--- src/hw/rtl/gtu_pkg.sv ---
// Shared constants, tables and types for the GNSS time to UTC calendar block.
// Used by gtu_leap_lookup, gnss_time_to_utc_calendar and the testbench; depends on nothing.
package gtu_pkg;

    // Pipeline depth, input register through result register
    localparam int NSTG = 8;

    // Leap second insertion table
    localparam int LEAP_TABLE_SIZE = 18;
    localparam int TABLE_ENTRIES   = 18;
    localparam int LEAP_USED       = (LEAP_TABLE_SIZE < TABLE_ENTRIES) ?
                                     LEAP_TABLE_SIZE : TABLE_ENTRIES;
    localparam int CORR_W          = $clog2(LEAP_USED + 1);

    localparam logic [31:0] LEAP_INSTANTS [TABLE_ENTRIES] = '{
        32'd46828800,  32'd78364801,  32'd109900802,  32'd173059203,
        32'd252028804, 32'd315187205, 32'd346723206,  32'd393984007,
        32'd425520008, 32'd457056009, 32'd504489610,  32'd551750411,
        32'd599184012, 32'd820108813, 32'd914803214,  32'd1025136015,
        32'd1119744016, 32'd1167264017
    };

    // Time system codes
    localparam logic [1:0] TS_GPS = 2'd0;
    localparam logic [1:0] TS_GAL = 2'd1;
    localparam logic [1:0] TS_BDS = 2'd2;

    // Total GPS seconds fit in 33 bits for every input pattern
    localparam int T_W = 33;

    localparam logic [T_W-1:0] SECS_PER_WEEK  = 33'd604800;
    localparam logic [13:0]    GAL_WEEK_SHIFT = 14'd1024;
    localparam logic [13:0]    BDS_WEEK_SHIFT = 14'd1356;
    localparam logic [20:0]    BDS_SEC_SHIFT  = 21'd14;

    // Seconds per day = 2^7 * 675; divide by 675 with a reciprocal
    localparam int          DAY_LO_BITS = 7;
    localparam logic [9:0]  DAY_DIV     = 10'd675;
    localparam int          RECIP_SHIFT = 36;
    localparam logic [26:0] RECIP_675   = 27'd101806632;

    localparam logic [16:0] DAYS_TO_1984   = 17'd1456;
    localparam int          DAYS_PER_CYCLE = 1461;
    localparam int          CYCLES_MAX     = 29;   // first cycle that starts in 2100
    localparam logic [11:0] BASE_YEAR      = 12'd1984;

    localparam int SECS_PER_HOUR = 3600;
    localparam int SECS_PER_MIN  = 60;

    localparam logic [8:0] MONTH_START [12] = '{
        9'd0, 9'd31, 9'd59, 9'd90, 9'd120, 9'd151,
        9'd181, 9'd212, 9'd243, 9'd273, 9'd304, 9'd334
    };

    typedef struct packed {
        logic [CORR_W-1:0] corr;   // leap seconds to remove
        logic              at;     // exactly at an insertion instant
    } t_leap_res;

endpackage

--- src/hw/rtl/gtu_leap_lookup.sv ---
// Leap second lookup: compares a GPS second count against the insertion table.
// Depends on gtu_pkg for the table and the result struct.
module gtu_leap_lookup (
    input  logic [gtu_pkg::T_W-1:0] i_t,
    input  logic                    i_enable,
    output gtu_pkg::t_leap_res      o_res
);

    logic [gtu_pkg::CORR_W-1:0] w_cnt;
    logic                       w_at;

    // Table is ascending, so the count of instants at or below t is the
    // leap count plus one when t sits on an instant.
    always_comb begin
        w_cnt = '0;
        w_at  = 1'b0;
        for (int i = 0; i < gtu_pkg::LEAP_USED; i++) begin
            if (i_t >= {1'b0, gtu_pkg::LEAP_INSTANTS[i]}) begin
                w_cnt = w_cnt + gtu_pkg::CORR_W'(1);
            end
            if (i_t == {1'b0, gtu_pkg::LEAP_INSTANTS[i]}) begin
                w_at = 1'b1;
            end
        end
    end

    assign o_res.corr = i_enable ? w_cnt : '0;
    assign o_res.at   = i_enable & w_at;

endmodule

--- src/hw/rtl/gnss_time_to_utc_calendar.sv ---
// Top level of the GNSS time to UTC calendar converter: eight-stage pipeline.
// Depends on gtu_pkg and gtu_leap_lookup.
//
//  channel | valid    | stall    | word
//  --------+----------+----------+--------------------------------------------
//  input   | i_valid  | o_stall  | time system, week, second of week, fraction
//  output  | o_valid  | i_stall  | year, month, day, h:m:s, fraction, range flag
//  config  | i_cfg_we | -        | i_cfg_data = leap_enable
//
// One word enters per cycle while o_stall is low; each word passes through eight
// register stages, input register to result register. The stages carry the day
// divide (reciprocal multiply, then a correcting multiply) and the compare ladders
// for hour, minute, four-year cycle and month.
// Reset clears the stage valid bits and sets leap_enable to 1.
// A stall only holds the stages that are full; empty stages keep filling.
module gnss_time_to_utc_calendar (
    input  logic        i_clk,
    input  logic        i_rst_n,
    input  logic        i_cfg_we,
    input  logic        i_cfg_data,
    input  logic        i_valid,
    output logic        o_stall,
    input  logic [1:0]  i_time_system,
    input  logic [12:0] i_week_number,
    input  logic [19:0] i_second_of_week,
    input  logic [31:0] i_second_fraction,
    output logic        o_valid,
    input  logic        i_stall,
    output logic [11:0] o_year,
    output logic [3:0]  o_month,
    output logic [4:0]  o_day_of_month,
    output logic [4:0]  o_hour,
    output logic [5:0]  o_minute,
    output logic [5:0]  o_second,
    output logic [31:0] o_fraction_out,
    output logic        o_out_of_range
);

    logic                     r_leap_en;
    logic [gtu_pkg::NSTG-1:0] r_vld;
    logic [gtu_pkg::NSTG-1:0] w_rdy;

    // stage 0: input register
    logic [1:0]  r_s0_sys;
    logic [12:0] r_s0_week;
    logic [19:0] r_s0_sow;
    logic [31:0] r_s0_frac;
    // stage 1: total GPS seconds
    logic [gtu_pkg::T_W-1:0] r_s1_t, n_s1_t;
    logic [31:0]             r_s1_frac;
    // stage 2: leap corrected seconds
    logic [gtu_pkg::T_W-1:0] r_s2_u, n_s2_u;
    logic                    r_s2_at;
    logic [31:0]             r_s2_frac;
    // stage 3: day quotient estimate
    logic [16:0]             r_s3_qest, n_s3_qest;
    logic [gtu_pkg::T_W-1:0] r_s3_u;
    logic                    r_s3_at;
    logic [31:0]             r_s3_frac;
    // stage 4: days and second of day
    logic [16:0] r_s4_days, n_s4_days;
    logic [16:0] r_s4_sod, n_s4_sod;
    logic        r_s4_at;
    logic [31:0] r_s4_frac;
    // stage 5: four-year cycle and hour
    logic        r_s5_oor, n_s5_oor;
    logic [4:0]  r_s5_cyc, n_s5_cyc;
    logic [10:0] r_s5_dcyc, n_s5_dcyc;
    logic [4:0]  r_s5_hour, n_s5_hour;
    logic [11:0] r_s5_rem, n_s5_rem;
    logic        r_s5_at;
    logic [31:0] r_s5_frac;
    // stage 6: year, day of year, minute, second
    logic        r_s6_oor;
    logic [11:0] r_s6_year, n_s6_year;
    logic [8:0]  r_s6_doy, n_s6_doy;
    logic        r_s6_feb29, n_s6_feb29;
    logic [4:0]  r_s6_hour;
    logic [5:0]  r_s6_min, n_s6_min;
    logic [5:0]  r_s6_sec, n_s6_sec;
    logic        r_s6_at;
    logic [31:0] r_s6_frac;
    // stage 7: result register
    logic [11:0] r_year, n_year;
    logic [3:0]  r_month, n_month;
    logic [4:0]  r_day, n_day;
    logic [4:0]  r_hour, n_hour;
    logic [5:0]  r_min, n_min;
    logic [5:0]  r_sec, n_sec;
    logic [31:0] r_frac, n_frac;
    logic        r_oor;

    gtu_pkg::t_leap_res w_leap;

    // ---------------- flow control ----------------
    always_comb begin
        w_rdy[gtu_pkg::NSTG-1] = ~r_vld[gtu_pkg::NSTG-1] | ~i_stall;
        for (int k = gtu_pkg::NSTG - 2; k >= 0; k--) begin
            w_rdy[k] = ~r_vld[k] | w_rdy[k+1];
        end
    end

    assign o_stall = ~w_rdy[0];

    always_ff @(posedge i_clk) begin
        if (!i_rst_n) begin
            r_vld     <= '0;
            r_leap_en <= 1'b1;
        end else begin
            if (i_cfg_we) begin
                r_leap_en <= i_cfg_data;
            end
            if (w_rdy[0]) begin
                r_vld[0] <= i_valid;
            end
            for (int k = 1; k < gtu_pkg::NSTG; k++) begin
                if (w_rdy[k]) begin
                    r_vld[k] <= r_vld[k-1];
                end
            end
        end
    end

    // ---------------- stage 1: move onto GPS time ----------------
    logic [13:0] w_week_adj;
    logic [20:0] w_sow_adj;

    always_comb begin
        w_week_adj = {1'b0, r_s0_week};
        w_sow_adj  = {1'b0, r_s0_sow};
        case (r_s0_sys)
            gtu_pkg::TS_GAL: begin
                w_week_adj = {1'b0, r_s0_week} + gtu_pkg::GAL_WEEK_SHIFT;
            end
            gtu_pkg::TS_BDS: begin
                w_week_adj = {1'b0, r_s0_week} + gtu_pkg::BDS_WEEK_SHIFT;
                w_sow_adj  = {1'b0, r_s0_sow} + gtu_pkg::BDS_SEC_SHIFT;
            end
            default: begin
                // GPS, and the unused code treated as GPS
                w_week_adj = {1'b0, r_s0_week};
            end
        endcase
        n_s1_t = gtu_pkg::T_W'(w_week_adj) * gtu_pkg::SECS_PER_WEEK
               + gtu_pkg::T_W'(w_sow_adj);
    end

    // ---------------- stage 2: leap correction ----------------
    gtu_leap_lookup u_leap (
        .i_t      (r_s1_t),
        .i_enable (r_leap_en),
        .o_res    (w_leap)
    );

    always_comb begin
        if (r_s1_t >= gtu_pkg::T_W'(w_leap.corr)) begin
            n_s2_u = r_s1_t - gtu_pkg::T_W'(w_leap.corr);
        end else begin
            n_s2_u = '0;
        end
    end

    // ---------------- stage 3: estimate u / 86400 ----------------
    logic [25:0] w_s2_x;
    logic [52:0] w_prod;

    assign w_s2_x    = r_s2_u[gtu_pkg::T_W-1:gtu_pkg::DAY_LO_BITS];
    assign w_prod    = 53'(w_s2_x) * 53'(gtu_pkg::RECIP_675);
    // estimate is exact or one low
    assign n_s3_qest = w_prod[gtu_pkg::RECIP_SHIFT +: 17];

    // ---------------- stage 4: correct quotient ----------------
    logic [25:0] w_s3_x;
    logic [26:0] w_qmul;
    logic [26:0] w_rem;

    always_comb begin
        w_s3_x = r_s3_u[gtu_pkg::T_W-1:gtu_pkg::DAY_LO_BITS];
        w_qmul = 27'(r_s3_qest) * 27'(gtu_pkg::DAY_DIV);
        w_rem  = 27'(w_s3_x) - w_qmul;
        if (w_rem >= 27'(gtu_pkg::DAY_DIV)) begin
            n_s4_days = r_s3_qest + 17'd1;
            w_rem     = w_rem - 27'(gtu_pkg::DAY_DIV);
        end else begin
            n_s4_days = r_s3_qest;
        end
        n_s4_sod = {w_rem[9:0], r_s3_u[gtu_pkg::DAY_LO_BITS-1:0]};
    end

    // ---------------- stage 5: cycle ladder, hour ladder ----------------
    logic [16:0] w_days2;
    logic [16:0] w_cyc_base;
    logic [16:0] w_hr_base;

    always_comb begin
        w_days2    = r_s4_days - gtu_pkg::DAYS_TO_1984;
        n_s5_cyc   = '0;
        w_cyc_base = '0;
        for (int k = 1; k <= gtu_pkg::CYCLES_MAX; k++) begin
            if (w_days2 >= 17'(k * gtu_pkg::DAYS_PER_CYCLE)) begin
                n_s5_cyc   = 5'(k);
                w_cyc_base = 17'(k * gtu_pkg::DAYS_PER_CYCLE);
            end
        end
        n_s5_dcyc = 11'(w_days2 - w_cyc_base);
        n_s5_oor  = (r_s4_days < gtu_pkg::DAYS_TO_1984) ||
                    (n_s5_cyc == 5'(gtu_pkg::CYCLES_MAX));

        n_s5_hour = '0;
        w_hr_base = '0;
        for (int k = 1; k < 24; k++) begin
            if (r_s4_sod >= 17'(k * gtu_pkg::SECS_PER_HOUR)) begin
                n_s5_hour = 5'(k);
                w_hr_base = 17'(k * gtu_pkg::SECS_PER_HOUR);
            end
        end
        n_s5_rem = 12'(r_s4_sod - w_hr_base);
    end

    // ---------------- stage 6: year in cycle, minute ladder ----------------
    logic [1:0]  w_yoff;
    logic [11:0] w_min_base;

    always_comb begin
        n_s6_feb29 = 1'b0;
        if (r_s5_dcyc >= 11'd1096) begin
            w_yoff   = 2'd3;
            n_s6_doy = 9'(r_s5_dcyc - 11'd1096);
        end else if (r_s5_dcyc >= 11'd731) begin
            w_yoff   = 2'd2;
            n_s6_doy = 9'(r_s5_dcyc - 11'd731);
        end else if (r_s5_dcyc >= 11'd366) begin
            w_yoff   = 2'd1;
            n_s6_doy = 9'(r_s5_dcyc - 11'd366);
        end else if (r_s5_dcyc >= 11'd60) begin
            // leap year past Feb 29: fold onto the common-year table
            w_yoff   = 2'd0;
            n_s6_doy = 9'(r_s5_dcyc - 11'd1);
        end else begin
            w_yoff     = 2'd0;
            n_s6_doy   = 9'(r_s5_dcyc);
            n_s6_feb29 = (r_s5_dcyc == 11'd59);
        end
        n_s6_year = gtu_pkg::BASE_YEAR + 12'({r_s5_cyc, w_yoff});

        n_s6_min   = '0;
        w_min_base = '0;
        for (int k = 1; k < 60; k++) begin
            if (r_s5_rem >= 12'(k * gtu_pkg::SECS_PER_MIN)) begin
                n_s6_min   = 6'(k);
                w_min_base = 12'(k * gtu_pkg::SECS_PER_MIN);
            end
        end
        n_s6_sec = 6'(r_s5_rem - w_min_base);
    end

    // ---------------- stage 7: month ladder, result ----------------
    logic [3:0] w_mon;
    logic [8:0] w_mon_base;

    always_comb begin
        w_mon      = 4'd1;
        w_mon_base = gtu_pkg::MONTH_START[0];
        for (int k = 1; k < 12; k++) begin
            if (r_s6_doy >= gtu_pkg::MONTH_START[k]) begin
                w_mon      = 4'(k + 1);
                w_mon_base = gtu_pkg::MONTH_START[k];
            end
        end
        if (r_s6_oor) begin
            // drop everything but the flag
            n_year  = '0;
            n_month = '0;
            n_day   = '0;
            n_hour  = '0;
            n_min   = '0;
            n_sec   = '0;
            n_frac  = '0;
        end else begin
            n_year = r_s6_year;
            if (r_s6_feb29) begin
                n_month = 4'd2;
                n_day   = 5'd29;
            end else begin
                n_month = w_mon;
                n_day   = 5'(r_s6_doy - w_mon_base + 9'd1);
            end
            n_hour = r_s6_hour;
            n_min  = r_s6_min;
            n_sec  = r_s6_sec + {5'd0, r_s6_at};
            n_frac = r_s6_frac;
        end
    end

    // ---------------- payload registers ----------------
    always_ff @(posedge i_clk) begin
        if (w_rdy[0]) begin
            r_s0_sys  <= i_time_system;
            r_s0_week <= i_week_number;
            r_s0_sow  <= i_second_of_week;
            r_s0_frac <= i_second_fraction;
        end
        if (w_rdy[1]) begin
            r_s1_t    <= n_s1_t;
            r_s1_frac <= r_s0_frac;
        end
        if (w_rdy[2]) begin
            r_s2_u    <= n_s2_u;
            r_s2_at   <= w_leap.at;
            r_s2_frac <= r_s1_frac;
        end
        if (w_rdy[3]) begin
            r_s3_qest <= n_s3_qest;
            r_s3_u    <= r_s2_u;
            r_s3_at   <= r_s2_at;
            r_s3_frac <= r_s2_frac;
        end
        if (w_rdy[4]) begin
            r_s4_days <= n_s4_days;
            r_s4_sod  <= n_s4_sod;
            r_s4_at   <= r_s3_at;
            r_s4_frac <= r_s3_frac;
        end
        if (w_rdy[5]) begin
            r_s5_oor  <= n_s5_oor;
            r_s5_cyc  <= n_s5_cyc;
            r_s5_dcyc <= n_s5_dcyc;
            r_s5_hour <= n_s5_hour;
            r_s5_rem  <= n_s5_rem;
            r_s5_at   <= r_s4_at;
            r_s5_frac <= r_s4_frac;
        end
        if (w_rdy[6]) begin
            r_s6_oor   <= r_s5_oor;
            r_s6_year  <= n_s6_year;
            r_s6_doy   <= n_s6_doy;
            r_s6_feb29 <= n_s6_feb29;
            r_s6_hour  <= r_s5_hour;
            r_s6_min   <= n_s6_min;
            r_s6_sec   <= n_s6_sec;
            r_s6_at    <= r_s5_at;
            r_s6_frac  <= r_s5_frac;
        end
        if (w_rdy[7]) begin
            r_year  <= n_year;
            r_month <= n_month;
            r_day   <= n_day;
            r_hour  <= n_hour;
            r_min   <= n_min;
            r_sec   <= n_sec;
            r_frac  <= n_frac;
            r_oor   <= r_s6_oor;
        end
    end

    assign o_valid        = r_vld[gtu_pkg::NSTG-1];
    assign o_year         = r_year;
    assign o_month        = r_month;
    assign o_day_of_month = r_day;
    assign o_hour         = r_hour;
    assign o_minute       = r_min;
    assign o_second       = r_sec;
    assign o_fraction_out = r_frac;
    assign o_out_of_range = r_oor;

endmodule

--- config.mk ---
export PLATFORM = sky130hd
export DESIGN_NAME = gnss_time_to_utc_calendar
export DESIGN_NICKNAME = d
export VERILOG_FILES = /design/src/hw/rtl/gtu_pkg.sv /design/src/hw/rtl/gtu_leap_lookup.sv /design/src/hw/rtl/gnss_time_to_utc_calendar.sv
export SDC_FILE = /design/constraint.sdc
export NUM_CORES = 2
export LEC_CHECK = 0
export ABC_AREA = 0
export BUFFER_PORTS_ARGS = -buffer_cell sky130_fd_sc_hd__buf_4
export CORE_MARGIN = 2
export CORE_UTILIZATION = 52
export DETAILED_ROUTE_END_ITERATION = 16
export PLACE_DENSITY_LB_ADDON = 0.12
export SLEW_MARGIN = 5
export SYNTH_ARGS = -nofsm -noshare
export SYNTH_HDL_FRONTEND = slang
export SYNTH_HIERARCHICAL = 1
export SYNTH_SLANG_ARGS = --single-unit
--- constraint.sdc ---
create_clock -name i_clk -period 14.2 [get_ports i_clk]
set_input_delay 2.84 -clock i_clk [delete_from_list [all_inputs] [get_ports i_clk]]
set_output_delay 2.84 -clock i_clk [all_outputs]
set_load 0.05 [all_outputs]
Yosys cells after proc, flatten, opt, wreduce, memory -nomap -nowiden
Index checks and enable logic that the tools add are counted.

Register bits: 568. Latch bits: 0. Bits in writable memories: 0. Memory bits (read-only): 0. Input port bits: 73. Output and inout bits: 73. Logic and storage cells: 591. Memories: 0.

$add $sub $neg: 37. Multipliers: 3. Divide/modulo/power cells: 0. $lt $le $gt $ge: 147. Equal/unequal tests: 22. Shift-type cells: 0. Mux-type cells: 292. Bitwise logic cells: 19. Reductions and logical operators: 11.

Operators with widths (number): 6-bit two-way mux (89); 5-bit two-way mux (88); 11-bit two-way mux (29); 12-bit greater-or-equal comparator (second input constant) (25); 12-bit two-way mux (23); 17-bit by 15-bit greater-or-equal comparator with 1-bit output (second input constant) (16); 17-bit by 16-bit greater-or-equal comparator with 1-bit output (second input constant) (16); 12-bit by 11-bit greater-or-equal comparator with 1-bit output (second input constant) (17); 33-bit by 29-bit equality test with 1-bit output (second input constant) (6); 33-bit by 29-bit greater-or-equal comparator with 1-bit output (second input constant) (6); 33-bit by 30-bit equality test with 1-bit output (second input constant) (5); 33-bit by 30-bit greater-or-equal comparator with 1-bit output (second input constant) (5); 17-bit by 14-bit greater-or-equal comparator with 1-bit output (second input constant) (8); 12-bit by 10-bit greater-or-equal comparator with 1-bit output (second input constant) (9); 5-bit by 1-bit adder with 5-bit output (second input constant) (17); 17-bit greater-or-equal comparator (second input constant) (5); 4-bit two-way mux (18); 17-bit by 13-bit greater-or-equal comparator with 1-bit output (second input constant) (4); 33-bit by 27-bit equality test with 1-bit output (second input constant) (2); 33-bit by 28-bit equality test with 1-bit output (second input constant) (2); 33-bit by 31-bit equality test with 1-bit output (second input constant) (2); 33-bit by 27-bit greater-or-equal comparator with 1-bit output (second input constant) (2); 33-bit by 28-bit greater-or-equal comparator with 1-bit output (second input constant) (2); 33-bit by 31-bit greater-or-equal comparator with 1-bit output (second input constant) (2); other kinds (64) (133).

Logic depth before layout (Yosys ltp)
Depth after elaboration: 61. Gate-level depth with buffers: 70. Depth with buffers taken out: 68.

Cells and area by module
Netlist, hierarchy kept.

Modules (own cells, without submodules): gnss_time_to_utc_calendar (instances 1, cells each 3982, area each 43366.6 µm², seq. area each 16726.0 µm²); gtu_leap_lookup (instances 1, cells each 706, area each 4665.7 µm², seq. area each 0.0 µm²).

Worst setup path before layout
Ideal clock, no wire load.

Kind: reg-to-reg. Start: reg r_s1_t[21] (netlist bit). End: reg r_s2_u[19] (netlist bit) (data pin). Library setup time: 0.266 ns. Arrival: 11.831 ns. Data required time: 13.934 ns. Path slack: 2.103 ns. Cell stages (with the launch flop): 65. Buffers on the path: 4. Period minus slack after synthesis: 12.097 ns. Cell sequence: edfxtp_1 buf_2 clkbuf_1 or4b_2 or4_1 or4_1 nand3_1 ha_1 nor4_1 o21ai_0 o211ai_4 ha_1 inv_1 a21oi_1 xor2_1 mux2i_1 ha_1 o21bai_1 [... 29 more ...] o31ai_1 ha_1 mux2_2 ha_1 mux2i_1 nor2_1 inv_1 ha_1 nor2b_1 o21ai_0 a21oi_1 o21a_1 nor2_1 nand3_1 nor3_1 clkbuf_1 clkbuf_1 nor2_1.

RTL lines: start, declared (line gnss_time_to_utc_calendar.sv:49) `logic [gtu_pkg::T_W-1:0] r_s1_t, n_s1_t;`; start signal, assigned (line gnss_time_to_utc_calendar.sv:304) `r_s1_t <= n_s1_t;`; end signal, assigned (line gnss_time_to_utc_calendar.sv:308) `r_s2_u <= n_s2_u;`; end, declared (line gnss_time_to_utc_calendar.sv:52) `logic [gtu_pkg::T_W-1:0] r_s2_u, n_s2_u;`.

==> results.json <==
{
  "clkTransAtPathRegs_ns": 0.07,
  "yosys_register_bits": 560,
  "final_cell_mix": "601 x inv_1, 577 x ha_1, 551 x edfxtp_1",
  "area_delta_synth_final_pct": 9.328,
  "tritoncts": "built",
  "critPathLaunch": "r_s1_t[11]$_DFFE_PP_",
  "crit_end": "r_s2_u[31]$_SDFFCE_PN0P_",
  "grt_overflow": 0,
  "setup_viol": 0,
  "final_max_slew_viol_count": 0,
  "h-tree-depth": 2,
  "syn_area_um2": 48030,
  "num_rows": 111,
  "cts_max_path_buffers": 3,
  "via_per_inst": 5.816,
  "fin_skew_ns": 0.03452,
  "dp_slack_ns": 1.280,
  "fin_nets": 5725,
  "placed_area_um2": 50440,
  "final_common_cell": "inv_1",
  "rsz0062_at_grt": "false",
  "crit_path_start_kind": "flip-flop",
  "rr_worst_depth": 63,
  "die_h_um": 307.9,
  "fmax_ghz": 0.07628,
  "critPathKind": "flip-flop to flip-flop",
  "rr_startpoint": "r_s1_t[11]$_DFFE_PP_",
  "largest_registers": "r_s1_t x33, r_s2_u x33, r_s3_u x33",
  "cp.required_ns": 14.70,
  "synth.avg_cell_area_um2": 10.25,
  "num_vias": 35085,
  "syn_nets": 5618,
  "async_flop_share": 0,
  "clkSinkCount": 560,
  "antenna_found_initial": 2,
  "place_hpwl_mm": 91.92,
  "min_period_over_period": 0.9232,
  "outcome": "finished clean",
  "track_usage": 0.2551,
  "worst-path-buf-inv": 3,
  "port_buffers": 145,
  "synth_seq_area_share": 0.3482,
  "routedWlPerCell_um": 19.88,
  "final_area_um2": 52510,
  "routed_wl_mm": 119.9,
  "worst-path-stages": 63,
  "grt_max_degree": 70,
  "dieArea_um2": 94820,
  "dp_cells": 5917,
  "maxCapViolCount": 0,
  "layout-drive-gt1-share": 0.08421,
  "rr_endpoint": "r_s2_u[31]$_SDFFCE_PN0P_",
  "path_common_cell": "ha_1",
  "slowest_stage": "or4b_2",
  "drc_errors": 0,
  "drt_iter0_markers": 3562,
  "start_util": 0.5240,
  "synth_cell_types": 117,
  "grt_pass1_vias": 34381,
  "cp_top_family": "simple AND/OR/NAND/NOR gates",
  "hold_viol": 0,
  "maxSlewHeadroom": 0.2468,
  "place.gp.congestion": 0.9554,
  "io_pins": 146,
  "hp-class": "flip-flop to flip-flop",
  "synth_edf_count": 551,
  "ctsHoldBuffers": 0,
  "synthCells": 4688,
  "crit_arrival_ns": 13.61,
  "tns_ns": 0,
  "fin_crit_ns": 13.11,
  "setup_ws_ns": 1.091,
  "cp_max_fo": 7,
  "final_cells": 6033,
  "yosys_warnings": 6,
  "first_pass_iters": 6,
  "synth_ff_type": "edfxtp_1",
  "fp.coreArea_um2": 91660,
  "critPathMaxStageDelay_ns": 0.76,
  "clock-root-buffer": "clkbuf_16",
  "final_antenna_net_count": 0,
  "crit_path_end_kind": "flip-flop",
  "rrSetupSlack_ns": 1.09,
  "numCtsBuffers": 60,
  "insertion_delay_ns": 0.67,
  "die_w_um": 307.9,
  "worst_pin_slew_ns": 1.120,
  "grt_pass1_wl_mm": 191.8
}
==> per-stage QoR <==
step                      hold slack, ns  utilization
after CTS                         0.3885       0.5725
final                             0.3854       0.5729
after global routing              0.3833       0.5729
after global placement            0.4003       0.5502
after floorplan                   0.4003            -
after detailed placement          0.4045       0.5502
==> routing by layer <==
layer | wire length [um] | up-vias | track usage
li1 | - | 16901 | -
met1 | 55170 | 16979 | 0.3649
met2 | 55160 | 1039 | 0.4108
met3 | 6556 | 164 | 0.03188
met4 | 3039 | 2 | 0.06648
met5 | 14 | - | 0
==> cell type report <==
cell class              count  area (um^2)
inverters                 607         2278
flip-flops and latches    560        16730
diodes                      2        5.005
well taps                1186         1484
fillers                  8010        39150
multi-input cells        3349        28350
clock inverters            46        516.7
clock buffers              66         1524
repair buffers            217         1629
==> how the worst min path moves through the flow <==
stage / from / endpoint / slack [ns] / depth (start not counted)
floorplan: r_s0_frac[0]$_DFFE_PN_ / r_s1_frac[0]$_DFFE_PP_ / 0.40 / 0
global placement: r_s2_frac[26]$_DFFE_PP_ / r_s3_frac[26]$_DFFE_PP_ / 0.40 / 0
detailed placement: r_s0_frac[22]$_DFFE_PN_ / r_s1_frac[22]$_DFFE_PP_ / 0.40 / 0
CTS: r_s2_frac[4]$_DFFE_PP_ / r_s3_frac[4]$_DFFE_PP_ / 0.39 / 0
global route: r_s2_frac[4]$_DFFE_PP_ / r_s3_frac[4]$_DFFE_PP_ / 0.38 / 0
finish: r_s2_frac[4]$_DFFE_PP_ / r_s3_frac[4]$_DFFE_PP_ / 0.39 / 0
==> cells by family (layout without fill, tap and decap cells) <==
group,count (synthesis),in the layout,share of synthesized area
AND/OR/NAND/NOR,1273,1273,0.1363
buffers and inverters,779,936,0.06275
AO/OA/AOI/OAI,946,946,0.1312
other,0,2,0
XOR/XNOR,235,235,0.04655
flip-flops,560,560,0.3482
adder cells (fa/ha/maj),858,858,0.2672
multiplexers,37,37,0.007789
==> what timing repair did <==
item                       4_1_cts  5_1_grt
setup buffers                    0        2
setup endpoints to repair        0        5
resized for setup                0        3
==> Yosys cell counts, types with 45 or more instances <==
| cell | count | area (um^2) |
|---|---|---|
| a21o_1 | 63 | 473.0 |
| xnor2_1 | 148 | 1296 |
| edfxtp_1 | 551 | 16550 |
| fa_1 | 280 | 5605 |
| nor4_1 | 48 | 300.3 |
| nor2b_1 | 99 | 619.3 |
| nor3_1 | 106 | 530.5 |
| nand2b_1 | 50 | 312.8 |
| nand2_1 | 293 | 1100 |
| nand4_1 | 49 | 306.5 |
| a21oi_1 | 242 | 1211 |
| o21ai_0 | 196 | 980.9 |
| xor2_1 | 72 | 630.6 |
| ha_1 | 577 | 7219 |
| nor2_1 | 304 | 1141 |
| o21a_1 | 45 | 337.8 |
| clkbuf_1 | 136 | 510.5 |
| inv_1 | 605 | 2271 |
| nand3_1 | 92 | 460.4 |
Power is left out: the tool's default activity adds up to more than one toggle a clock period on the data nets, which glitch-free logic cannot reach.
